### src/sv/rcr_pkg.sv
// Shared types, codes and framing constants for the capture record ring.
package rcr_pkg;

    // Operation codes of a request transaction
    localparam logic [2:0] OP_HEADER  = 3'd0;
    localparam logic [2:0] OP_PAYLOAD = 3'd1;
    localparam logic [2:0] OP_READ    = 3'd2;
    localparam logic [2:0] OP_CLAIM   = 3'd3;
    localparam logic [2:0] OP_RELEASE = 3'd4;

    // Owner codes
    localparam logic [1:0] OWNER_VACANT  = 2'd0;
    localparam logic [1:0] OWNER_NET     = 2'd1;
    localparam logic [1:0] OWNER_BROWSER = 2'd2;

    // Command kinds handed from the front end to the back end
    localparam logic [1:0] CMD_NONE = 2'd0;
    localparam logic [1:0] CMD_HDR  = 2'd1;
    localparam logic [1:0] CMD_PUT  = 2'd2;
    localparam logic [1:0] CMD_GET  = 2'd3;

    // Record framing
    localparam logic [7:0] FRAME_MARK  = 8'hEC;
    localparam int         FRAME_BYTES = 10;
    localparam int         FRAME_CNT_W = 4;
    localparam int         LEN_W       = 16;

    typedef struct packed {
        logic [2:0]  op;
        logic [7:0]  direction;
        logic [7:0]  endpoint;
        logic [15:0] payload_length;
        logic [31:0] timestamp_ms;
        logic [7:0]  data_byte;
        logic [1:0]  owner_id;
    } rcr_req_t;

    typedef struct packed {
        logic [7:0]  read_byte;
        logic        read_valid;
        logic        record_accepted;
        logic        record_dropped;
        logic        claim_ok;
        logic [31:0] drop_total;
        logic [1:0]  current_owner;
        logic [13:0] free_space;
    } rcr_rsp_t;

    // One queued command; the ring address travels beside it
    typedef struct packed {
        logic [1:0]  kind;
        logic [7:0]  direction;
        logic [7:0]  endpoint;
        logic [15:0] payload_length;
        logic [31:0] timestamp_ms;
        logic [7:0]  data_byte;
        rcr_rsp_t    res;
    } rcr_cmd_t;

    // Framing byte number idx of a header record
    function automatic logic [7:0] frame_byte(input logic [FRAME_CNT_W-1:0] idx,
                                              input rcr_cmd_t cmd);
        logic [7:0] b;
        b = 8'd0;
        unique case (idx)
            4'd0:    b = FRAME_MARK;
            4'd1:    b = cmd.direction;
            4'd2:    b = cmd.endpoint;
            4'd3:    b = 8'd0;
            4'd4:    b = cmd.timestamp_ms[7:0];
            4'd5:    b = cmd.timestamp_ms[15:8];
            4'd6:    b = cmd.timestamp_ms[23:16];
            4'd7:    b = cmd.timestamp_ms[31:24];
            4'd8:    b = cmd.payload_length[7:0];
            4'd9:    b = cmd.payload_length[15:8];
            default: b = 8'd0;
        endcase
        return b;
    endfunction

endpackage

### src/sv/rcr_front.sv
// Front end: accepts transactions, tracks ring state and issues ring commands.
module rcr_front
    import rcr_pkg::*;
#(
    parameter int RING_BYTES = 16384
) (
    input  logic                          clk,
    input  logic                          rst_n,
    input  logic                          req_valid,
    output logic                          req_stall,
    input  rcr_req_t                      req,
    input  logic                          queue_full,
    output logic                          push,
    output rcr_cmd_t                      push_cmd,
    output logic [$clog2(RING_BYTES)-1:0] push_addr
);

    localparam int AW   = $clog2(RING_BYTES);
    localparam int CW   = AW + 1;
    localparam int CMPW = (CW > LEN_W + 1) ? CW : LEN_W + 1;

    logic [AW-1:0] wp_reg, wp_next;
    logic [AW-1:0] rp_reg, rp_next;
    logic [1:0]    owner_reg, owner_next;
    logic [31:0]   drops_reg, drops_next;
    logic [15:0]   left_reg, left_next;

    logic [CW-1:0] free_now;
    logic [CW-1:0] free_after;
    logic [31:0]   free_ext;
    logic [CW-1:0] wp_sum;
    logic [AW-1:0] wp_plus1;
    logic [AW-1:0] wp_plus_frame;
    logic [AW-1:0] rp_plus1;
    logic          room_short;

    // Free bytes for a given pair of positions, one slot always kept empty
    function automatic logic [CW-1:0] ring_free(input logic [AW-1:0] w,
                                                input logic [AW-1:0] r);
        logic [CW-1:0] used;
        if (w >= r)
        begin
            used = CW'(w) - CW'(r);
        end
        else
        begin
            used = CW'(w) + CW'(RING_BYTES) - CW'(r);
        end
        return CW'(RING_BYTES - 1) - used;
    endfunction

    assign push      = req_valid && !queue_full;
    assign req_stall = queue_full;

    // Position arithmetic with wrap at the ring size
    always_comb
    begin
        free_now      = ring_free(wp_reg, rp_reg);
        wp_plus1      = (wp_reg == AW'(RING_BYTES - 1)) ? '0 : wp_reg + 1'b1;
        rp_plus1      = (rp_reg == AW'(RING_BYTES - 1)) ? '0 : rp_reg + 1'b1;
        wp_sum        = CW'(wp_reg) + CW'(FRAME_BYTES);
        wp_plus_frame = (wp_sum >= CW'(RING_BYTES)) ? AW'(wp_sum - CW'(RING_BYTES))
                                                    : AW'(wp_sum);
        room_short    = CMPW'(free_now) < (CMPW'(req.payload_length) + CMPW'(FRAME_BYTES));
    end

    // Transaction decode and state update
    always_comb
    begin
        wp_next    = wp_reg;
        rp_next    = rp_reg;
        owner_next = owner_reg;
        drops_next = drops_reg;
        left_next  = left_reg;
        push_cmd   = '0;
        push_addr  = wp_reg;

        push_cmd.kind           = CMD_NONE;
        push_cmd.direction      = req.direction;
        push_cmd.endpoint       = req.endpoint;
        push_cmd.payload_length = req.payload_length;
        push_cmd.timestamp_ms   = req.timestamp_ms;
        push_cmd.data_byte      = req.data_byte;

        unique case (req.op)
            OP_HEADER:
            begin
                left_next = '0;
                if (owner_reg != OWNER_VACANT)
                begin
                    if (room_short)
                    begin
                        drops_next                 = drops_reg + 32'd1;
                        push_cmd.res.record_dropped = 1'b1;
                    end
                    else
                    begin
                        push_cmd.kind                = CMD_HDR;
                        wp_next                      = wp_plus_frame;
                        left_next                    = req.payload_length;
                        push_cmd.res.record_accepted = 1'b1;
                    end
                end
            end
            OP_PAYLOAD:
            begin
                if (left_reg != '0 && free_now != '0)
                begin
                    push_cmd.kind = CMD_PUT;
                    wp_next       = wp_plus1;
                    left_next     = left_reg - 16'd1;
                end
            end
            OP_READ:
            begin
                if (rp_reg != wp_reg)
                begin
                    push_cmd.kind           = CMD_GET;
                    push_addr               = rp_reg;
                    rp_next                 = rp_plus1;
                    push_cmd.res.read_valid = 1'b1;
                end
            end
            OP_CLAIM:
            begin
                if ((req.owner_id == OWNER_NET || req.owner_id == OWNER_BROWSER)
                    && owner_reg == OWNER_VACANT)
                begin
                    owner_next            = req.owner_id;
                    rp_next               = wp_reg;
                    drops_next            = '0;
                    left_next             = '0;
                    push_cmd.res.claim_ok = 1'b1;
                end
            end
            OP_RELEASE:
            begin
                if (req.owner_id != OWNER_VACANT && owner_reg == req.owner_id)
                begin
                    owner_next = OWNER_VACANT;
                end
            end
            default:
            begin
                // unused op codes leave everything alone
            end
        endcase

        free_after                 = ring_free(wp_next, rp_next);
        free_ext                   = 32'(free_after);
        push_cmd.res.drop_total    = drops_next;
        push_cmd.res.current_owner = owner_next;
        push_cmd.res.free_space    = free_ext[13:0];
    end

    always_ff @(posedge clk or negedge rst_n)
    begin
        if (!rst_n)
        begin
            wp_reg    <= '0;
            rp_reg    <= '0;
            owner_reg <= OWNER_VACANT;
            drops_reg <= '0;
            left_reg  <= '0;
        end
        else if (push)
        begin
            wp_reg    <= wp_next;
            rp_reg    <= rp_next;
            owner_reg <= owner_next;
            drops_reg <= drops_next;
            left_reg  <= left_next;
        end
    end

endmodule

### config.mk
export PLATFORM = sky130hd
export DESIGN_NAME = rcr_front
export DESIGN_NICKNAME = d
export VERILOG_FILES = /design/src/sv/rcr_pkg.sv /design/src/sv/rcr_front.sv
export SDC_FILE = /design/constraint.sdc
export NUM_CORES = 1
export LEC_CHECK = 0
export BUFFER_PORTS_ARGS = -buffer_cell sky130_fd_sc_hd__buf_2
export CORE_UTILIZATION = 28
export CTS_BUF_LIST = sky130_fd_sc_hd__clkbuf_8
export CTS_CLUSTER_SIZE = 25
export DETAILED_ROUTE_END_ITERATION = 7
export PLACE_DENSITY = 0.55
export SETUP_SLACK_MARGIN = 0.05
export SYNTH_ARGS = -nofsm -noshare
export SYNTH_HDL_FRONTEND = slang
export SYNTH_SLANG_ARGS = --single-unit
### constraint.sdc
create_clock -name clk -period 9.6 [get_ports clk]
set_input_delay 1.92 -clock clk [delete_from_list [all_inputs] [get_ports clk]]
set_output_delay 1.92 -clock clk [all_outputs]
set_load 0.02 [all_outputs]
Yosys cells after proc, flatten, opt, wreduce, memory -nomap -nowiden
Index checks and enable logic that the tools add are counted.
{"block": "classes", "muxes": 39, "order_cmp": 4, "add_sub_neg": 15, "reduce_logical": 14, "n_eq_ne": 12}
{"operator": "2-to-1 mux 14 bit", "n": 11}
{"operator": "2-to-1 mux 32 bit", "n": 3}
{"operator": "2-to-1 mux 16 bit", "n": 4}
{"operator": "one-hot mux 32 bit (2 select lines)", "n": 1}
{"operator": "one-hot mux 14 bit (2 select lines)", "n": 2}
{"operator": "one-hot mux 16 bit (3 select lines)", "n": 1}
{"operator": "adder 14 x 1 -> 14 bit (second input constant)", "n": 3}
{"operator": "adder 32 x 1 -> 32 bit (second input constant)", "n": 1}
{"operator": "== test 14 bit (second input constant)", "n": 2}
{"operator": "greater-or-equal comparator 14 bit", "n": 2}
{"operator": "subtractor 14 bit", "n": 2}
{"operator": "adder 16 x 4 -> 17 bit (second input constant)", "n": 1}
{"operator": "< comparator 15 x 17 -> 1 bit", "n": 1}
{"operator": "nonzero test 16 bit", "n": 1}
{"operator": "subtractor 16 x 1 -> 16 bit (second input constant)", "n": 1}
{"operator": "adder 14 x 15 -> 15 bit (second input constant)", "n": 1}
{"operator": "adder 14 x 4 -> 15 bit (second input constant)", "n": 1}
{"operator": "greater-or-equal comparator 15 bit (second input constant)", "n": 1}
{"operator": "2-to-1 mux 15 bit", "n": 1}
{"operator": "nonzero test 15 bit", "n": 1}
{"operator": "subtractor 14 x 14 -> 15 bit", "n": 1}
{"operator": "subtractor 14 x 15 -> 15 bit (first input constant)", "n": 1}
{"operator": "subtractor 15 x 14 -> 15 bit", "n": 1}
{"operator": "!= test 14 bit", "n": 1}
{"operator": "other kinds (21)", "n": 39}
{"block": "word_totals", "output_inout_bits": 150, "ff_bits": 78, "elab_cells": 89}

Depth between registers and ports, before layout
{"block": "depth", "depth_word": 12, "depth_mapped": 38}

Least setup slack after synthesis
Ideal clock, no wire load.
{"block": "synth_timing", "kind": "in2out", "startpoint": "input port req[43] (netlist name)", "endpoint": "output port push_cmd[12] (netlist name)", "path_stages": 29, "t_required_ns": 7.680, "path_buffers": 0, "arrival_time_ns": 6.702, "setup_slack_ns": 0.978, "cell_sequence": "ha_1 nor2_1 nor2_1 nand3_1 xor2_1 ha_1 and4_1 nand3_1 nor2_1 a211o_1 nand3b_1 nand2b_1 inv_1 nand2_1 o21ai_0 a211o_1 ha_1 nor2b_1 o21ai_0 nand2b_1 a21o_1 a21o_1 a21oi_1 o21bai_1 and3_1 a21oi_1 nor2b_1 a311oi_2 xor2_1"}
{"item": "from (decl)", "line": "rcr_front.sv:11", "rtl": "input rcr_req_t req,"}
{"item": "to (decl)", "line": "rcr_front.sv:14", "rtl": "output rcr_cmd_t push_cmd,"}

==> flow_metrics.env <==
export IMPL_crit_path_top_delay_cell="dfrtp_2"
export IMPL_drc=0
export IMPL_arrival_time_worst_endpoint_ps=7330
export IMPL_final_cell_count_no_fill=1650
export IMPL_drt_pass1_iterations=7
export IMPL_timing_setup_tns_ps=0
export IMPL_edff_count_synth=0
export IMPL_cts_hold_buf=0
export IMPL_outcome="finished, final reports clean"
export IMPL_ioPinCount=231
export IMPL_drt_total_wl_um=30500
export IMPL_hold_ws_ps=517
export IMPL_dr_first_iter_drc_count=564
export IMPL_maximum_number_of_pins_on_one_net_before_global_route_repair=74
export IMPL_antenna_cells_inserted=0
export IMPL_most_common_layout_cells="nand2_1 (210), o21ai_0 (124), buf_2 (109)"
export IMPL_dpl_cell_count=1627
export IMPL_ctsRootBufferMaster="clkbuf_8"
export IMPL_number_of_antenna_violations_at_the_first_check_in_global_routing=0
export IMPL_synth_avg_cell_area_um2=7.19
export IMPL_worst_clock_skew_ps=25.8
export IMPL_setup_viol_count_final=0
export IMPL_vdd_drop_max_mv=0.188
export IMPL_grtUsageTotal=0.188
export IMPL_worstReg2RegEnd="drops_reg[30]"
export IMPL_groute_layer_met3_usage=0.0290
export IMPL_core_um2=30600
export IMPL_area_growth_pct=11.1
export IMPL_met1_usage=0.262
export IMPL_regToRegStartpoint="rp_reg[12]"
export IMPL_reg2reg_slack_ps=3550
export IMPL_worstSetupEndpointType="output pin"
export IMPL_ctsHtreeMaxLevel=3
export IMPL_cp_start_kind="flop"
export IMPL_start_util=0.285
export IMPL_clock_transition_time_at_the_flip_flop_clock_pins_of_the_worst_setup_and_hold_paths_ps=90
export IMPL_setup_cp_type="reg -> out"
export IMPL_first_global_vias=8143
export IMPL_fillCellCount=3333
export IMPL_grt_setup_unrepaired="no"
export IMPL_floorplan_die_area_um2=31800
export IMPL_routed_vias_inst=5.41
export IMPL_yosys_warnings=0
export IMPL_hold_class="reg -> reg"
export IMPL_p_switching_mw=1.52
export IMPL_rr_worst_depth=22
export IMPL_use_met2=0.298
export IMPL_gp_congestion=0.984
export IMPL_cp_max_fo=9
export IMPL_global_route_wire_length_before_repair_um=46400
export IMPL_leakage_nw=4.23
export IMPL_syn_area_um2=8710
export IMPL_finalCritPeriodShare=0.963
export IMPL_grt_busiest_layer="met2"
export IMPL_cts_max_path_buffers=2
export IMPL_multiInputGateArea_um2=5920
export IMPL_internal_power_mw=1.30
export IMPL_post_route_cells_drive_above_1_share=0.195
export IMPL_final_hold_violation_count=0
export IMPL_timing_max_cap_violations=0
export IMPL_critPathMostFrequentCell="a21o_1"
export IMPL_timing_critical_path_required_ps=7680
export IMPL_synth_main_ff_cell="dfrtp_1"
export IMPL_cts_sinks=78
export IMPL_sw_frac_of_total=0.539
export IMPL_die_height_um=178
export IMPL_die_x_um=178
export IMPL_power_share_sequential=0.152
export IMPL_fmax_mhz=108
export IMPL_antenna_left=0
export IMPL_clockPowerShare=0.091
export IMPL_fin_crit_ps=9250
export IMPL_worst_slew_pin_slew_ps=1210
export IMPL_cts_tree="built"
export IMPL_rows=64
export IMPL_largest_register_ffs=32
export IMPL_cts_buffers_inserted=9
export IMPL_synth_distinct_cells=75
export IMPL_async_reset_ff_frac=1.00
export IMPL_route_vias_total=8925
export IMPL_synth_seq_area_share=0.224
export IMPL_cells_after_synthesis=1212
export IMPL_worst_slew_margin_relative_to_its_limit=0.175
export IMPL_post_drt_wl_per_cell_um=18.5
export IMPL_layout_area_seq_um2=1960
export IMPL_cp_capture_point="push_cmd[12]"
export IMPL_power_per_cell_area_nw_per_um2=292
export IMPL_final_nets=1382
export IMPL_worstSkewPairLatency_ps=390
export IMPL_power_combinational_fraction=0.757
export IMPL_grt_overflow_total=0
export IMPL_layout_commonest_cell="nand2_1"
export IMPL_dp_hpwl_um=23700
export IMPL_critPathLaunch="rp_reg[12]"
export IMPL_io_buffers=110
export IMPL_synth_seq_cells=78
export IMPL_timing_max_transition_violations_final=0
export IMPL_critical_path_max_stage_delay_ps=460
[stage by stage]
step,cell area (um^2),util,worst slack [ps],power [mW]
after CTS,9420,0.308,98.2,2.70
after global routing,9680,0.316,8.06,3.03
after detailed placement,9220,0.301,438,2.42
after floorplan,8730,-,978,1.88
final,9680,0.316,352,2.83
after global placement,9220,0.301,544,2.43
[cells by family (layout without fill, tap and decap cells)]
kind of cell               Yosys count  after routing  synth area share
and+or+nand+nor                    481            481             0.257
AOI/OAI and AO/OA                  349            349             0.256
buffers and inverters              194            229             0.124
DFF                                 78             78             0.224
adders and majority gates           52             52            0.0773
xor gates and xnor gates            39             39            0.0392
muxes                               18             18            0.0216
other                                1              8          0.000431
[worst min-delay path by stage]
| stage | end | start | cells past startpoint |
|---|---|---|---|
| 3_5_place_dp | drops_reg[31] | drops_reg[31] | 1 |
| 6_report | drops_reg[31] | drops_reg[31] | 1 |
| 2_1_floorplan | left_reg[11] | left_reg[11] | 2 |
| 5_1_grt | drops_reg[31] | drops_reg[31] | 1 |
| 4_1_cts | drops_reg[31] | drops_reg[31] | 1 |
| 3_3_place_gp | drops_reg[31] | drops_reg[31] | 1 |
[area by class of cell]
cell class,count,area share
clock buffer,9,0.0128
clock inverter,7,0.00659
inverter,57,0.0221
multi-input combinational,947,0.612
sequential,78,0.202
tap,396,0.0512
timing repair buffer,156,0.0928
[cells in the mapped netlist (20+ instances only)]
| cell type | instances | share of area |
|---|---|---|
| nand2_1 | 210 | 0.091 |
| o21ai_0 | 127 | 0.073 |
| buf_4 | 85 | 0.073 |
| nor2_1 | 84 | 0.036 |
| dfrtp_1 | 78 | 0.22 |
| a21oi_1 | 74 | 0.043 |
| inv_1 | 57 | 0.025 |
| ha_1 | 49 | 0.070 |
| nand3_1 | 42 | 0.024 |
| nor3_1 | 41 | 0.024 |
| clkbuf_1 | 40 | 0.017 |
| nand4_1 | 20 | 0.014 |
| o31ai_1 | 20 | 0.017 |
| xnor2_1 | 20 | 0.020 |
[worst max-delay path: cells and delay by family (launching register included)]
| family | cells | cell delay [ps] |
|---|---|---|
| AOI/OAI and AO/OA | 14 | 2800 |
| and+or+nand+nor | 11 | 1680 |
| adders and majority gates | 3 | 1000 |
| buffers and inverters | 5 | 670 |
| DFF | 1 | 460 |
| xor gates and xnor gates | 2 | 350 |
[power groups by stage]
stage	logic, mW	clock network (mW)	registers, mW
after global routing	2.32	0.276	0.436
after CTS	2.01	0.268	0.425
after detailed placement	1.99	0	0.432
after floorplan	1.46	0	0.419
after global placement	2.00	0	0.431
final	2.14	0.256	0.431
[routing by layer]
layer | vias up | part of all wire
li1 | 4311 | -
met5 | - | 0
met4 | 0 | 0.020
met2 | 362 | 0.45
met3 | 47 | 0.068
met1 | 4205 | 0.46
[what timing repair did]
action / CTS / global route
setup buffers: 0 / 7
pin swaps: 0 / 4
setup endpoints to repair: 1 / 5
endpoints found under the hold margin: 0 / 0
resized for setup: 3 / 50
(Power assumes the default switching activity.)
