$ cat src/sv/rcr_queue.sv
// Short command FIFO between the front end and the back end.
module rcr_queue #(
    parameter int WIDTH = 8,
    parameter int DEPTH = 4
) (
    input  logic             clk,
    input  logic             rst_n,
    input  logic             push,
    input  logic [WIDTH-1:0] push_data,
    output logic             full,
    input  logic             pop,
    output logic [WIDTH-1:0] pop_data,
    output logic             empty
);

    localparam int PW   = (DEPTH > 1) ? $clog2(DEPTH) : 1;
    localparam int CNTW = $clog2(DEPTH + 1);

    logic [WIDTH-1:0] slot_reg [DEPTH];
    logic [PW-1:0]    wr_ptr_reg, wr_ptr_next;
    logic [PW-1:0]    rd_ptr_reg, rd_ptr_next;
    logic [CNTW-1:0]  count_reg, count_next;

    // Pointer and fill count update
    always_comb
    begin
        wr_ptr_next = wr_ptr_reg;
        rd_ptr_next = rd_ptr_reg;
        count_next  = count_reg;
        if (push)
        begin
            wr_ptr_next = (wr_ptr_reg == PW'(DEPTH - 1)) ? '0 : wr_ptr_reg + 1'b1;
        end
        if (pop)
        begin
            rd_ptr_next = (rd_ptr_reg == PW'(DEPTH - 1)) ? '0 : rd_ptr_reg + 1'b1;
        end
        if (push && !pop)
        begin
            count_next = count_reg + 1'b1;
        end
        else if (pop && !push)
        begin
            count_next = count_reg - 1'b1;
        end
    end

    always_ff @(posedge clk or negedge rst_n)
    begin
        if (!rst_n)
        begin
            wr_ptr_reg <= '0;
            rd_ptr_reg <= '0;
            count_reg  <= '0;
        end
        else
        begin
            wr_ptr_reg <= wr_ptr_next;
            rd_ptr_reg <= rd_ptr_next;
            count_reg  <= count_next;
        end
    end

    // Entry storage
    always_ff @(posedge clk)
    begin
        if (push)
        begin
            slot_reg[wr_ptr_reg] <= push_data;
        end
    end

    assign pop_data = slot_reg[rd_ptr_reg];
    assign full     = (count_reg == CNTW'(DEPTH));
    assign empty    = (count_reg == '0);

endmodule

$ cat config.mk
export PLATFORM = sky130hd
export DESIGN_NAME = rcr_queue
export DESIGN_NICKNAME = d
export VERILOG_FILES = /design/src/sv/rcr_queue.sv
export SDC_FILE = /design/constraint.sdc
export NUM_CORES = 1
export LEC_CHECK = 0
export BUFFER_PORTS_ARGS = -buffer_cell sky130_fd_sc_hd__buf_2
export CAP_MARGIN = 0
export CORE_ASPECT_RATIO = 0.75
export CORE_UTILIZATION = 55
export DETAILED_ROUTE_END_ITERATION = 7
export PLACE_DENSITY = 0.81
export SYNTH_ARGS = -nofsm -noshare
export SYNTH_HDL_FRONTEND = slang
export SYNTH_SLANG_ARGS = --single-unit
$ cat constraint.sdc
create_clock -name clk -period 1.8 [get_ports clk]
set_clock_uncertainty 0.2 [all_clocks]
set_input_delay 0.09 -clock clk [delete_from_list [all_inputs] [get_ports clk]]
set_output_delay 0.09 -clock clk [all_outputs]
set_load 0.02 [all_outputs]
======== After elaboration in Yosys (flattened, before gate mapping) ========
Memory sizes are Yosys's and may differ from the RTL's.
Index checks and enable logic that the tools add are counted.
word-level totals
  output and inout bits ................... 10
  bits in writable memories ............... 32
  input port bits ......................... 12
  word-level logic and storage cells ...... 23
  flip-flop bits (word level) ............. 7
  memories kept ........................... 1
operators by class
  reduce and logical (&&, ||, !) cells .... 6
  $add $sub $neg .......................... 4
  eq/ne operators ......................... 3
  mux-type cells .......................... 6
memory list
  name      depth  bits a word  rd ports  clocked after Yosys merged registers in  wr ports  RTL line  RTL
  slot_reg  4      8            1         0                                        1         19        logic [WIDTH-1:0] slot_reg [DEPTH];
operators with widths
  cell                   number
  $mux W3                2
  $add A2 B1 Y2 const B  2
  $eq A2 B2 Y1 const B   2
  $mux W2                2
  $add A3 B1 Y3 const B  1
  $eq A3 B3 Y1 const B   1
  $logic_not A3 Y1       1
  $sub A3 B1 Y3 const B  1
  $logic_and A1 B1 Y1    2
  $logic_not A1 Y1       2
  $mux W1                2
  $reduce_bool A2 Y1     1

======== Logic depth before layout (Yosys ltp) ========
Gate-level depths: netlist of the first run.
  word-level depth ........................ 4
  gate-level depth with buffers ........... 7
  gate-level depth less buffers ........... 7

======== Least setup slack after synthesis of the first run ========
OpenSTA, ideal clock, no wires.
  kind .................................... register to register
  from .................................... reg count_reg[0]
  to ...................................... reg count_reg[2]
  setup slack ............................. 0.303 ns
  data arrival time ....................... 1.217 ns
  period minus slack after synthesis ...... 1.497 ns
  stages on the path, launching flop included .. 5
  buffers on the path ..................... 0
  data required time ...................... 1.521 ns
  setup time .............................. 0.079 ns
  cells stage by stage .................... dfrtp_1 -> fa_1 -> xor2_1 -> nor2_1 -> xor2_1
on the way
  longest elaborated chain between the ends .. 3
  elaborated cells between the ends (all ways) .. 4
  classes of those cells .................. add/sub: 2; mux: 2
ends and longest elaborated chain
  item                    RTL line  RTL
  start, declared         22        logic [CNTW-1:0] count_reg, count_next;
  start signal, assigned  60        count_reg <= count_next;
  $sub A3 B1 Y3           44        count_next = count_reg - 1'b1;
  $mux W3                 42        else if (pop && !push)
  $mux W3 (*)             38        if (push && !pop)
Every way passes the cells marked *; elsewhere a longest branch is shown, timed or not. The select of a mux whose other input is x is not followed.
A chain may end at the register's enable or synchronous reset.

======== Final worst setup path of the first run ========
  from .................................... reg rd_ptr_reg[0]
  to ...................................... out pop_data[3]
on the way
  longest elaborated chain between the ends .. 1
ends and longest elaborated chain
  item                    RTL line  RTL
  start, declared         21        logic [PW-1:0] rd_ptr_reg, rd_ptr_next;
  start signal, assigned  59        rd_ptr_reg <= rd_ptr_next;
  $mem_v2 Z4 W8           --
  end, declared           12        output logic [WIDTH-1:0] pop_data,
Every way passes these cells.

==> run_summary.xml, run 1 <==
<?xml version="1.0" encoding="UTF-8"?>
<metrics>
  <group name="outcome">
    <metric name="run_status" unit="">finished clean</metric>
  </group>
  <group name="sta">
    <metric name="finalHoldViolations" unit="">0</metric>
    <metric name="transition_time_at_the_pin_with_the_least_slew_margin" unit="ns">0.453</metric>
    <metric name="unrepaired_setup_endpoints_after_global_routing" unit="">true</metric>
    <metric name="max_clock_freq" unit="GHz">0.558</metric>
    <metric name="drv_slew" unit="">0</metric>
    <metric name="setup-tns-final" unit="ns">0</metric>
    <metric name="relSlewSlack" unit="%">69.8</metric>
    <metric name="min_period" unit="ns">1.79</metric>
    <metric name="final_hold_slack" unit="ns">0.0514</metric>
    <metric name="min_period_over_period" unit="%">99.5</metric>
    <metric name="setup_violating_endpoint_count_in_the_final_report" unit="">0</metric>
  </group>
  <group name="synthesis">
    <metric name="gate_count_post_synth" unit="">79</metric>
    <metric name="post_synth_num_cell_types" unit="">18</metric>
    <metric name="synth_fp_nets" unit="">98</metric>
    <metric name="ys_seq_area_share" unit="%">72.4</metric>
    <metric name="synth_area" unit="um2">1570</metric>
    <metric name="synth_seq_cells" unit="">39</metric>
    <metric name="syn_area_per_cell" unit="um2">19.9</metric>
    <metric name="yosys_warnings" unit="">0</metric>
  </group>
  <group name="final_layout">
    <metric name="drive_gt1_share" unit="%">33.9</metric>
    <metric name="number_of_flip_flops_in_the_largest_register" unit="">32</metric>
    <metric name="area_growth" unit="%">27.6</metric>
    <metric name="multi_input_comb_area" unit="um2">399</metric>
    <metric name="nFillCells" unit="">154</metric>
    <metric name="postLayoutCoreUtil" unit="%">75.2</metric>
    <metric name="antenna_cells" unit="">0</metric>
    <metric name="area_taken_by_flip_flops_and_latches" unit="um2">1140</metric>
    <metric name="final_net_count" unit="">139</metric>
    <metric name="post_layout_nonfiller_instances" unit="">157</metric>
  </group>
  <group name="detailed_routing">
    <metric name="remaining_antenna_violation_count" unit="">0</metric>
    <metric name="drt_pass1_iterations" unit="">4</metric>
    <metric name="routed_via_density" unit="">5.26</metric>
    <metric name="totalWireLength" unit="um">2540</metric>
    <metric name="vias" unit="">826</metric>
    <metric name="drc" unit="">0</metric>
    <metric name="initialDrtViolationCount" unit="">36</metric>
    <metric name="avgRoutedWirePerCell" unit="um">16.2</metric>
  </group>
  <group name="die">
    <metric name="floorplan.core_area" unit="um2">2660</metric>
    <metric name="io-pin-count" unit="">22</metric>
    <metric name="floorplan.initialDensity" unit="%">59.0</metric>
    <metric name="fp.dieH" unit="um">48.3</metric>
    <metric name="std_cell_rows" unit="">16</metric>
    <metric name="design.die.area" unit="um2">3080</metric>
    <metric name="die_x" unit="um">63.7</metric>
  </group>
  <group name="place">
    <metric name="place_inst" unit="">136</metric>
    <metric name="gp_congestion" unit="">0.669</metric>
    <metric name="buffer_ports.inserted" unit="">21</metric>
    <metric name="place.detailed.hpwl" unit="um">1710</metric>
  </group>
  <group name="clocking">
    <metric name="cts.htree.levels" unit="">2</metric>
    <metric name="tritoncts.num_buffers" unit="">5</metric>
    <metric name="cts_root_buf" unit="">clkbuf_8</metric>
    <metric name="clockBufferDepth" unit="">2</metric>
    <metric name="cts.reportedPaths.clkPinSlew" unit="ns">0.07</metric>
    <metric name="clock_latency_at_the_later_pin_of_the_worst_skew_pair" unit="ns">0.28</metric>
    <metric name="cts_tree" unit="">done</metric>
    <metric name="cts_num_sinks" unit="">39</metric>
  </group>
  <group name="worst_setup_path">
    <metric name="path_cells" unit="">buf_12 -&gt; mux4_2 -&gt; buf_6</metric>
    <metric name="timing.critical_path.buf_inv" unit="">2</metric>
    <metric name="cp.arrival" unit="ns">1.50</metric>
    <metric name="worstSetupEndpointType" unit="">output port</metric>
    <metric name="crit_path_start_kind" unit="">register</metric>
    <metric name="criticalPathCategory" unit="">register to output port</metric>
    <metric name="critical_path.top_delay_family" unit="">multiplexers</metric>
    <metric name="critPathMaxStageDelay" unit="ns">0.52</metric>
    <metric name="crit_path_max_fanout" unit="">6</metric>
    <metric name="worstPathRequired" unit="ns">1.51</metric>
    <metric name="critical-path-slowest-cell" unit="">mux4_2</metric>
  </group>
  <group name="min_path">
    <metric name="min_path_type" unit="">input pin to register</metric>
  </group>
  <group name="power">
    <metric name="leakagePower" unit="nW">0.766</metric>
    <metric name="power_density_cells" unit="nW/um2">1530</metric>
    <metric name="peakVddDrop" unit="uV">737</metric>
    <metric name="design_power_total" unit="W">0.00307</metric>
  </group>
  <group name="global_route">
    <metric name="grt_usage" unit="%">18.3</metric>
    <metric name="global_route.overflow_total" unit="">0</metric>
    <metric name="antenna_found_initial" unit="">0</metric>
    <metric name="grt_pass1_wl" unit="um">3710</metric>
    <metric name="vias_in_the_first_global_route" unit="">801</metric>
    <metric name="grt_max_degree" unit="">12</metric>
  </group>
  <group name="job">
    <metric name="drv.max_cap_violation_count" unit="">0</metric>
  </group>
</metrics>
## cells in the mapped netlist
| cell type | number | share of area, % |
|---|---|---|
| edfxtp_1 | 32 | 61 |
| mux4_2 | 8 | 11 |
| dfrtp_1 | 7 | 11 |
| ha_1 | 6 | 4.8 |
| inv_1 | 5 | 1.2 |
| and2_1 | 4 | 1.6 |
| mux2_2 | 3 | 2.2 |
| nor2_1 | 2 | 0.48 |
| o21ai_0 | 2 | 0.64 |
| xor2_1 | 2 | 1.1 |
| buf_2 | 1 | 0.32 |
| buf_6 | 1 | 0.72 |
| fa_1 | 1 | 1.3 |
| nand2_1 | 1 | 0.24 |
| nand3_1 | 1 | 0.32 |
| nor3_1 | 1 | 0.32 |
| nor3b_1 | 1 | 0.48 |
| xnor2_1 | 1 | 0.56 |
## tightest hold or removal path, delay by kind of cell
family                   cells  cell delay (ns)
XOR/XNOR                     1             0.07
adder cells (fa/ha/maj)      1             0.20
buffers and inverters        1             0.13
## per-stage QoR
stage | worst slack (ns) | cell area, um2
after floorplan | 0.303 | 1570
after global placement | 0.230 | 1730
after detailed placement | 0.131 | 1730
after CTS | -0.0169 | 1970
after global routing | -0.0386 | 2000
final | 0.00929 | 2000
## path summary, 6_finish.rpt
| path | slack, ns | cells past startpoint | start | end |
|---|---|---|---|---|
| worst min register to register | 0.30 | 1 | count_reg[2] | count_reg[2] |
| min in group asynchronous | 0.58 | 3 | rst_n | wr_ptr_reg[1] |
| max in group asynchronous | 0.57 | 3 | rst_n | rd_ptr_reg[0] |
| worst max-delay path | 0.009 | 3 | rd_ptr_reg[0] | pop_data[3] |
| worst max register to register | 0.18 | 3 | wr_ptr_reg[0] | slot_reg[2][0] |
| worst min-delay path | 0.05 | 3 | push | count_reg[0] |
## placed cells by master, fill, tap and decap left out, drive strengths merged, types with 3 or more instances in the layout
cell type / n
mux4: 8
buf: 24
edfxtp: 32
clkbuf: 7
and2: 4
dlygate4sd3: 12
ha: 6
dfrtp: 7
inv: 5
mux2: 3
## power by group
group / internal, W / switching, W / leakage [nW]
Combinational: 0.000634 / 0.000529 / 0.343
Clock: 0.000306 / 0.000268 / 0.0459
Sequential: 0.00119 / 0.000142 / 0.377
## layer usage
layer  vias up  wire [um]  track usage (%)
li1        381          -                -
met1       406       1020             20.5
met2        32       1340             32.6
met3         7        140             7.71
met4         0         36             7.73
met5         -          0                0
## repair_timing
item	CTS	global route
setup buffers	1	0
hold endpoints to repair	43	0
hold buffers	12	0
resized for setup	5	12
endpoints found under the setup margin	3	8
## cell type report
| cell class | instances | area share [%] |
|---|---|---|
| flip-flops and latches | 39 | 56.7 |
| well taps | 36 | 2.25 |
| inverters | 5 | 0.937 |
| clock buffers | 7 | 4.31 |
| repair buffers | 36 | 15.7 |
| clock inverters | 1 | 0.187 |
| multi-input cells | 33 | 19.9 |
## cell families after synthesis
kind of cell,Yosys count,share of synthesized area (%)
flops,39,72.4
buf+inv,7,2.23
compound gates,2,0.637
simple gates,10,3.43
xor+xnor,3,1.67
mux,11,13.6
fa+ha+maj,7,6.06
(Power assumes the default switching activity.)
==> run 2, diff against run 1 <==
--- a/config.mk
+++ b/config.mk
@@ -7,7 +7,7 @@
 export LEC_CHECK = 0
 export BUFFER_PORTS_ARGS = -buffer_cell sky130_fd_sc_hd__buf_2
 export CAP_MARGIN = 0
-export CORE_ASPECT_RATIO = 0.75
+export CORE_ASPECT_RATIO = 0.5
 export CORE_UTILIZATION = 55
 export DETAILED_ROUTE_END_ITERATION = 7
 export PLACE_DENSITY = 0.81
==> run_summary.xml, run 2 (synthesis gave the netlist of run 1 again) <==
<?xml version="1.0" encoding="UTF-8"?>
<metrics>
  <group name="outcome">
    <metric name="run_status" unit="">finished clean</metric>
  </group>
  <group name="detailed_routing">
    <metric name="initialDrtViolationCount" unit="">56</metric>
    <metric name="avgRoutedWirePerCell" unit="um">19.2</metric>
    <metric name="met2_wire_len" unit="um">1560</metric>
    <metric name="highest-signal-layer" unit="">met4</metric>
    <metric name="drt_pass1_iterations" unit="">4</metric>
    <metric name="vias" unit="">853</metric>
    <metric name="dr_wl_met3" unit="um">170</metric>
    <metric name="routed_via_density" unit="">5.43</metric>
    <metric name="post_route_m1_wl" unit="um">1250</metric>
    <metric name="totalWireLength" unit="um">3010</metric>
    <metric name="remaining_antenna_violation_count" unit="">0</metric>
    <metric name="drc" unit="">0</metric>
  </group>
  <group name="sta">
    <metric name="transition_time_at_the_pin_with_the_least_slew_margin" unit="ns">0.477</metric>
    <metric name="finalHoldViolations" unit="">0</metric>
    <metric name="min_period" unit="ns">1.80</metric>
    <metric name="drv_slew" unit="">0</metric>
    <metric name="min_period_over_period" unit="%">99.8</metric>
    <metric name="unrepaired_setup_endpoints_after_global_routing" unit="">true</metric>
    <metric name="setup_violating_endpoint_count_in_the_final_report" unit="">0</metric>
    <metric name="relSlewSlack" unit="%">68.2</metric>
    <metric name="max_clock_freq" unit="GHz">0.556</metric>
    <metric name="setup-tns-final" unit="ns">0</metric>
  </group>
  <group name="power">
    <metric name="p_int" unit="W">0.00232</metric>
    <metric name="power_density_cells" unit="nW/um2">1640</metric>
    <metric name="peakVddDrop" unit="uV">1030</metric>
    <metric name="clock_power_share" unit="%">25.6</metric>
    <metric name="seq_power_share" unit="%">40.7</metric>
    <metric name="switchingPower" unit="W">0.000990</metric>
    <metric name="power.combinational.fraction" unit="%">33.7</metric>
    <metric name="p_sw_share" unit="%">29.9</metric>
    <metric name="leakagePower" unit="nW">0.773</metric>
    <metric name="design_power_total" unit="W">0.00331</metric>
  </group>
  <group name="final_layout">
    <metric name="post_layout_nonfiller_instances" unit="">157</metric>
    <metric name="layout.cells.most_common" unit="">edfxtp_1</metric>
    <metric name="number_of_flip_flops_in_the_largest_register" unit="">32</metric>
    <metric name="finalInstanceArea" unit="um2">2020</metric>
    <metric name="most_used_cells_in_the_layout_excluding_fill_and_tap_cells" unit="">32 x edfxtp_1, 15 x buf_2, 12 x dlygate4sd3_1</metric>
    <metric name="drive_gt1_share" unit="%">35.0</metric>
    <metric name="antenna_cells" unit="">0</metric>
    <metric name="area_growth" unit="%">28.8</metric>
    <metric name="final_net_count" unit="">138</metric>
  </group>
  <group name="worst_setup_path">
    <metric name="critPathMaxStageDelay" unit="ns">0.54</metric>
    <metric name="crit_path_max_fanout" unit="">6</metric>
    <metric name="worstSetupEndpointType" unit="">output port</metric>
    <metric name="criticalPathCategory" unit="">register to output port</metric>
    <metric name="crit_path_start_kind" unit="">register</metric>
    <metric name="cp.arrival" unit="ns">1.51</metric>
    <metric name="worstPathRequired" unit="ns">1.51</metric>
    <metric name="timing.critical_path.buf_inv" unit="">2</metric>
    <metric name="critical_path.top_delay_family" unit="">multiplexers</metric>
    <metric name="critical-path-slowest-cell" unit="">mux4_2</metric>
    <metric name="path_cells" unit="">buf_8 -&gt; mux4_2 -&gt; buf_6</metric>
  </group>
  <group name="global_route">
    <metric name="grt_max_degree" unit="">13</metric>
    <metric name="antenna_found_initial" unit="">0</metric>
    <metric name="vias_in_the_first_global_route" unit="">840</metric>
    <metric name="grt_usage" unit="%">21.6</metric>
    <metric name="grt_pass1_wl" unit="um">4330</metric>
    <metric name="global_route.overflow_total" unit="">0</metric>
  </group>
  <group name="clocking">
    <metric name="clockBufferDepth" unit="">2</metric>
    <metric name="cts_num_sinks" unit="">39</metric>
    <metric name="cts.reportedPaths.clkPinSlew" unit="ns">0.07</metric>
    <metric name="cts_tree" unit="">done</metric>
    <metric name="clock_latency_at_the_later_pin_of_the_worst_skew_pair" unit="ns">0.28</metric>
    <metric name="cts_root_buf" unit="">clkbuf_8</metric>
    <metric name="tritoncts.num_buffers" unit="">5</metric>
    <metric name="cts.htree.levels" unit="">2</metric>
  </group>
  <group name="die">
    <metric name="floorplan.core_area" unit="um2">2650</metric>
    <metric name="fp.dieH" unit="um">39.8</metric>
    <metric name="io-pin-count" unit="">22</metric>
    <metric name="std_cell_rows" unit="">13</metric>
    <metric name="design.die.area" unit="um2">3090</metric>
    <metric name="die_x" unit="um">77.6</metric>
    <metric name="floorplan.initialDensity" unit="%">59.2</metric>
  </group>
  <group name="place">
    <metric name="place.detailed.hpwl" unit="um">1710</metric>
    <metric name="place_inst" unit="">135</metric>
    <metric name="place_area" unit="um2">1710</metric>
    <metric name="buffer_ports.inserted" unit="">21</metric>
    <metric name="gp_congestion" unit="">0.699</metric>
  </group>
  <group name="min_path">
    <metric name="min_path_type" unit="">input pin to register</metric>
  </group>
  <group name="job">
    <metric name="drv.max_cap_violation_count" unit="">0</metric>
  </group>
</metrics>
## run 2: changes by cell type in the layout (fill, tap and decap cells not counted), sizes merged
cell	before	now
clkinv	1	0
clkbuf	7	6
bufinv	0	2
buf	24	23
## run 2: layer usage
layer	up-vias	global-route usage (%)
li1	379	-
met1	435	25.3
met2	34	37.4
met3	5	8.84
met4	0	7.08
met5	-	0
## run 2: area by class of cell
type                            instances  area, um2
Clock buffer                            6       72.6
Clock inverter                          2       60.1
Fill cell                             155        628
Inverter                                5       18.8
Multi-Input combinational cell         33        399
Sequential cell                        39       1140
Tap cell                               37       46.3
Timing Repair Buffer                   35        289
## run 2: tightest hold or removal path, delay by kind of cell
kind / cells / cell delay (ns)
fa+ha+maj: 1 / 0.21
xor+xnor: 1 / 0.09
buf+inv: 1 / 0.13
## run 2: timing repair
action                     CTS  global route
pin swaps                    0             0
resized for setup            2            16
hold endpoints to repair    43             0
setup endpoints to repair    8             8
hold buffers                12             0
setup buffers                2             0
## run 2: path summary, 6_finish.rpt
| kind | from | endpoint | cells past startpoint | slack [ns] |
|---|---|---|---|---|
| worst max-delay path | rd_ptr_reg[0] | pop_data[6] | 3 | 0.003 |
| worst min-delay path | push | count_reg[0] | 3 | 0.08 |
| worst max register to register | count_reg[0] | count_reg[2] | 4 | 0.21 |
| worst min register to register | count_reg[2] | count_reg[2] | 1 | 0.30 |
| max in group asynchronous | rst_n | rd_ptr_reg[0] | 3 | 0.57 |
| min in group asynchronous | rst_n | count_reg[2] | 3 | 0.56 |
## run 2: power groups by stage
stage	clock, W	sequential, W	combinational, W
after CTS	0.000851	0.00133	0.000963
final	0.000848	0.00135	0.00111
after global placement	0	0.00137	0.000795
after global routing	0.000890	0.00137	0.00121
after floorplan	0	0.00128	0.000723
after detailed placement	0	0.00140	0.000836
## run 2: per-stage QoR
step	util (%)	hold slack, ns	setup WS [ns]
after global placement	64.3	-0.272	0.0822
after CTS	74.5	0.0679	0.00637
after detailed placement	64.3	-0.264	0.0357
final	76.3	0.0782	0.00277
after global routing	76.3	0.110	-0.0451
after floorplan	-	-0.406	0.303
==> run 3, diff against run 2 <==
--- a/config.mk
+++ b/config.mk
@@ -8,6 +8,7 @@
 export BUFFER_PORTS_ARGS = -buffer_cell sky130_fd_sc_hd__buf_2
 export CAP_MARGIN = 0
 export CORE_ASPECT_RATIO = 0.5
+export CORE_MARGIN = 3
 export CORE_UTILIZATION = 55
 export DETAILED_ROUTE_END_ITERATION = 7
 export PLACE_DENSITY = 0.81
==> run_summary.xml, run 3 (synthesis gave the netlist of run 1 again) <==
<?xml version="1.0" encoding="UTF-8"?>
<metrics>
  <group name="detailed_routing">
    <metric name="routed_via_density" unit="">5.38</metric>
    <metric name="initialDrtViolationCount" unit="">44</metric>
    <metric name="drt_pass1_iterations" unit="">4</metric>
    <metric name="remaining_antenna_violation_count" unit="">0</metric>
    <metric name="avgRoutedWirePerCell" unit="um">18.5</metric>
    <metric name="totalWireLength" unit="um">2890</metric>
    <metric name="drc" unit="">0</metric>
    <metric name="vias" unit="">839</metric>
  </group>
  <group name="global_route">
    <metric name="grt_pass1_wl" unit="um">4690</metric>
    <metric name="grt_usage" unit="%">19.0</metric>
    <metric name="antenna_found_initial" unit="">0</metric>
    <metric name="vias_in_the_first_global_route" unit="">904</metric>
    <metric name="global_route.overflow_total" unit="">0</metric>
    <metric name="grt_max_degree" unit="">12</metric>
  </group>
  <group name="final_layout">
    <metric name="multi_input_comb_area" unit="um2">399</metric>
    <metric name="area_taken_by_flip_flops_and_latches" unit="um2">1140</metric>
    <metric name="postLayoutCoreUtil" unit="%">79.0</metric>
    <metric name="area_growth" unit="%">23.1</metric>
    <metric name="number_of_flip_flops_in_the_largest_register" unit="">32</metric>
    <metric name="antenna_cells" unit="">0</metric>
    <metric name="drive_gt1_share" unit="%">35.5</metric>
    <metric name="nFillCells" unit="">124</metric>
    <metric name="layout.cells.most_common" unit="">edfxtp_1</metric>
    <metric name="post_layout_nonfiller_instances" unit="">156</metric>
    <metric name="most_used_cells_in_the_layout_excluding_fill_and_tap_cells" unit="">32 x edfxtp_1, 21 x buf_2, 12 x dlygate4sd3_1</metric>
    <metric name="final_net_count" unit="">139</metric>
  </group>
  <group name="clocking">
    <metric name="cts.htree.levels" unit="">2</metric>
    <metric name="cts_root_buf" unit="">clkbuf_8</metric>
    <metric name="cts_num_sinks" unit="">39</metric>
    <metric name="cts.reportedPaths.clkPinSlew" unit="ns">0.07</metric>
    <metric name="cts_tree" unit="">done</metric>
    <metric name="clockBufferDepth" unit="">2</metric>
    <metric name="clock_latency_at_the_later_pin_of_the_worst_skew_pair" unit="ns">0.28</metric>
    <metric name="tritoncts.num_buffers" unit="">5</metric>
  </group>
  <group name="die">
    <metric name="io-pin-count" unit="">22</metric>
    <metric name="floorplan.core_area" unit="um2">2450</metric>
    <metric name="std_cell_rows" unit="">12</metric>
    <metric name="design.die.area" unit="um2">3570</metric>
    <metric name="fp.dieH" unit="um">43.8</metric>
    <metric name="floorplan.initialDensity" unit="%">64.2</metric>
    <metric name="die_x" unit="um">81.6</metric>
  </group>
  <group name="worst_setup_path">
    <metric name="crit_path_start_kind" unit="">register</metric>
    <metric name="cp_depth" unit="">3</metric>
    <metric name="timing.critical_path.buf_inv" unit="">2</metric>
    <metric name="critPathMaxStageDelay" unit="ns">0.50</metric>
    <metric name="r2r.worst_path.cells" unit="">3</metric>
    <metric name="critical-path-slowest-cell" unit="">mux4_2</metric>
    <metric name="crit_path_max_fanout" unit="">4</metric>
    <metric name="cp.arrival" unit="ns">1.47</metric>
    <metric name="path_cells" unit="">buf_6 -&gt; mux4_2 -&gt; buf_2</metric>
    <metric name="critical_path.top_delay_family" unit="">multiplexers</metric>
    <metric name="worstPathRequired" unit="ns">1.51</metric>
    <metric name="criticalPathCategory" unit="">register to output port</metric>
    <metric name="worstSetupEndpointType" unit="">output port</metric>
  </group>
  <group name="place">
    <metric name="gp_congestion" unit="">0.637</metric>
    <metric name="place.detailed.hpwl" unit="um">1750</metric>
    <metric name="buffer_ports.inserted" unit="">21</metric>
    <metric name="detailedPlace.worstSlack" unit="ns">0.0381</metric>
    <metric name="place_inst" unit="">133</metric>
  </group>
  <group name="sta">
    <metric name="unrepaired_setup_endpoints_after_global_routing" unit="">true</metric>
    <metric name="setup-tns-final" unit="ns">0</metric>
    <metric name="min_period_over_period" unit="%">97.8</metric>
    <metric name="setup_violating_endpoint_count_in_the_final_report" unit="">0</metric>
    <metric name="transition_time_at_the_pin_with_the_least_slew_margin" unit="ns">0.430</metric>
    <metric name="relSlewSlack" unit="%">71.3</metric>
    <metric name="max_clock_freq" unit="GHz">0.568</metric>
    <metric name="finalHoldViolations" unit="">0</metric>
    <metric name="min_period" unit="ns">1.76</metric>
    <metric name="fin_ws" unit="ns">0.0398</metric>
    <metric name="drv_slew" unit="">0</metric>
  </group>
  <group name="power">
    <metric name="power_density_cells" unit="nW/um2">1500</metric>
    <metric name="peakVddDrop" unit="uV">959</metric>
    <metric name="leakagePower" unit="nW">0.739</metric>
    <metric name="design_power_total" unit="W">0.00289</metric>
  </group>
  <group name="min_path">
    <metric name="hold_path_depth" unit="">3</metric>
    <metric name="min_path_type" unit="">input pin to register</metric>
  </group>
  <group name="job">
    <metric name="drv.max_cap_violation_count" unit="">0</metric>
  </group>
  <group name="outcome">
    <metric name="run_status" unit="">finished clean</metric>
  </group>
</metrics>
==> run 3: cell types whose count changed in the layout (fill, tap and decap cells not counted), sizes merged <==
cell	delta
clkbuf	+1
bufinv	-2
clkinv	+1
buf	+1
==> run 3: cell type report <==
type / instances / share of cell area (%)
inverter: 5 / 0.971
tap: 35 / 2.27
clock buffer: 7 / 3.95
sequential: 39 / 58.9
timing repair buffer: 36 / 13.0
clock inverter: 1 / 0.259
multi-input combinational: 33 / 20.6
==> run 3: path summary, 6_finish.rpt <==
kind	from	to	slack [ns]
setup / recovery	rd_ptr_reg[0]	pop_data[4]	0.04
hold / removal	push	count_reg[0]	0.09
setup reg to reg	wr_ptr_reg[0]	slot_reg[0][7]	0.18
hold reg to reg	count_reg[2]	count_reg[2]	0.30
max in group asynchronous	rst_n	rd_ptr_reg[0]	0.52
min in group asynchronous	rst_n	count_reg[2]	0.59
==> run 3: worst register-to-register path, delay by kind of cell, from the launching register on <==
family,cells,cell delay (ns)
flip-flops,1,0.40
adder cells (fa/ha/maj),1,0.16
AND/OR/NAND/NOR,1,0.39
buffers and inverters,1,0.12
==> run 3: power breakdown <==
| part | switching [W] | internal [W] |
|---|---|---|
| clock network | 0.000280 | 0.000272 |
| logic | 0.000519 | 0.000479 |
| registers | 0.000147 | 0.00119 |
| total | 0.000946 | 0.00194 |
==> run 3: timing repair <==
item,in CTS,in global routing
gates resized for setup,1,4
hold buffers,12,0
setup buffers,3,0
setup endpoints to repair,8,7
endpoints found under the hold margin,43,0
pin swaps,0,0
==> run 3: metal layers <==
metal  track usage (%)  part of all wire, %
met5                 0                    0
met4              2.02                 0.31
met3              7.68                  5.1
met2              33.0                   53
met1              23.5                   42
==> run 3: through the flow <==
stage | hold WS (ns) | instance area (um2)
floorplan | -0.406 | 1570
global placement | -0.273 | 1700
detailed placement | -0.262 | 1700
CTS | 0.0699 | 1930
global route | 0.0874 | 1930
finish | 0.0895 | 1930
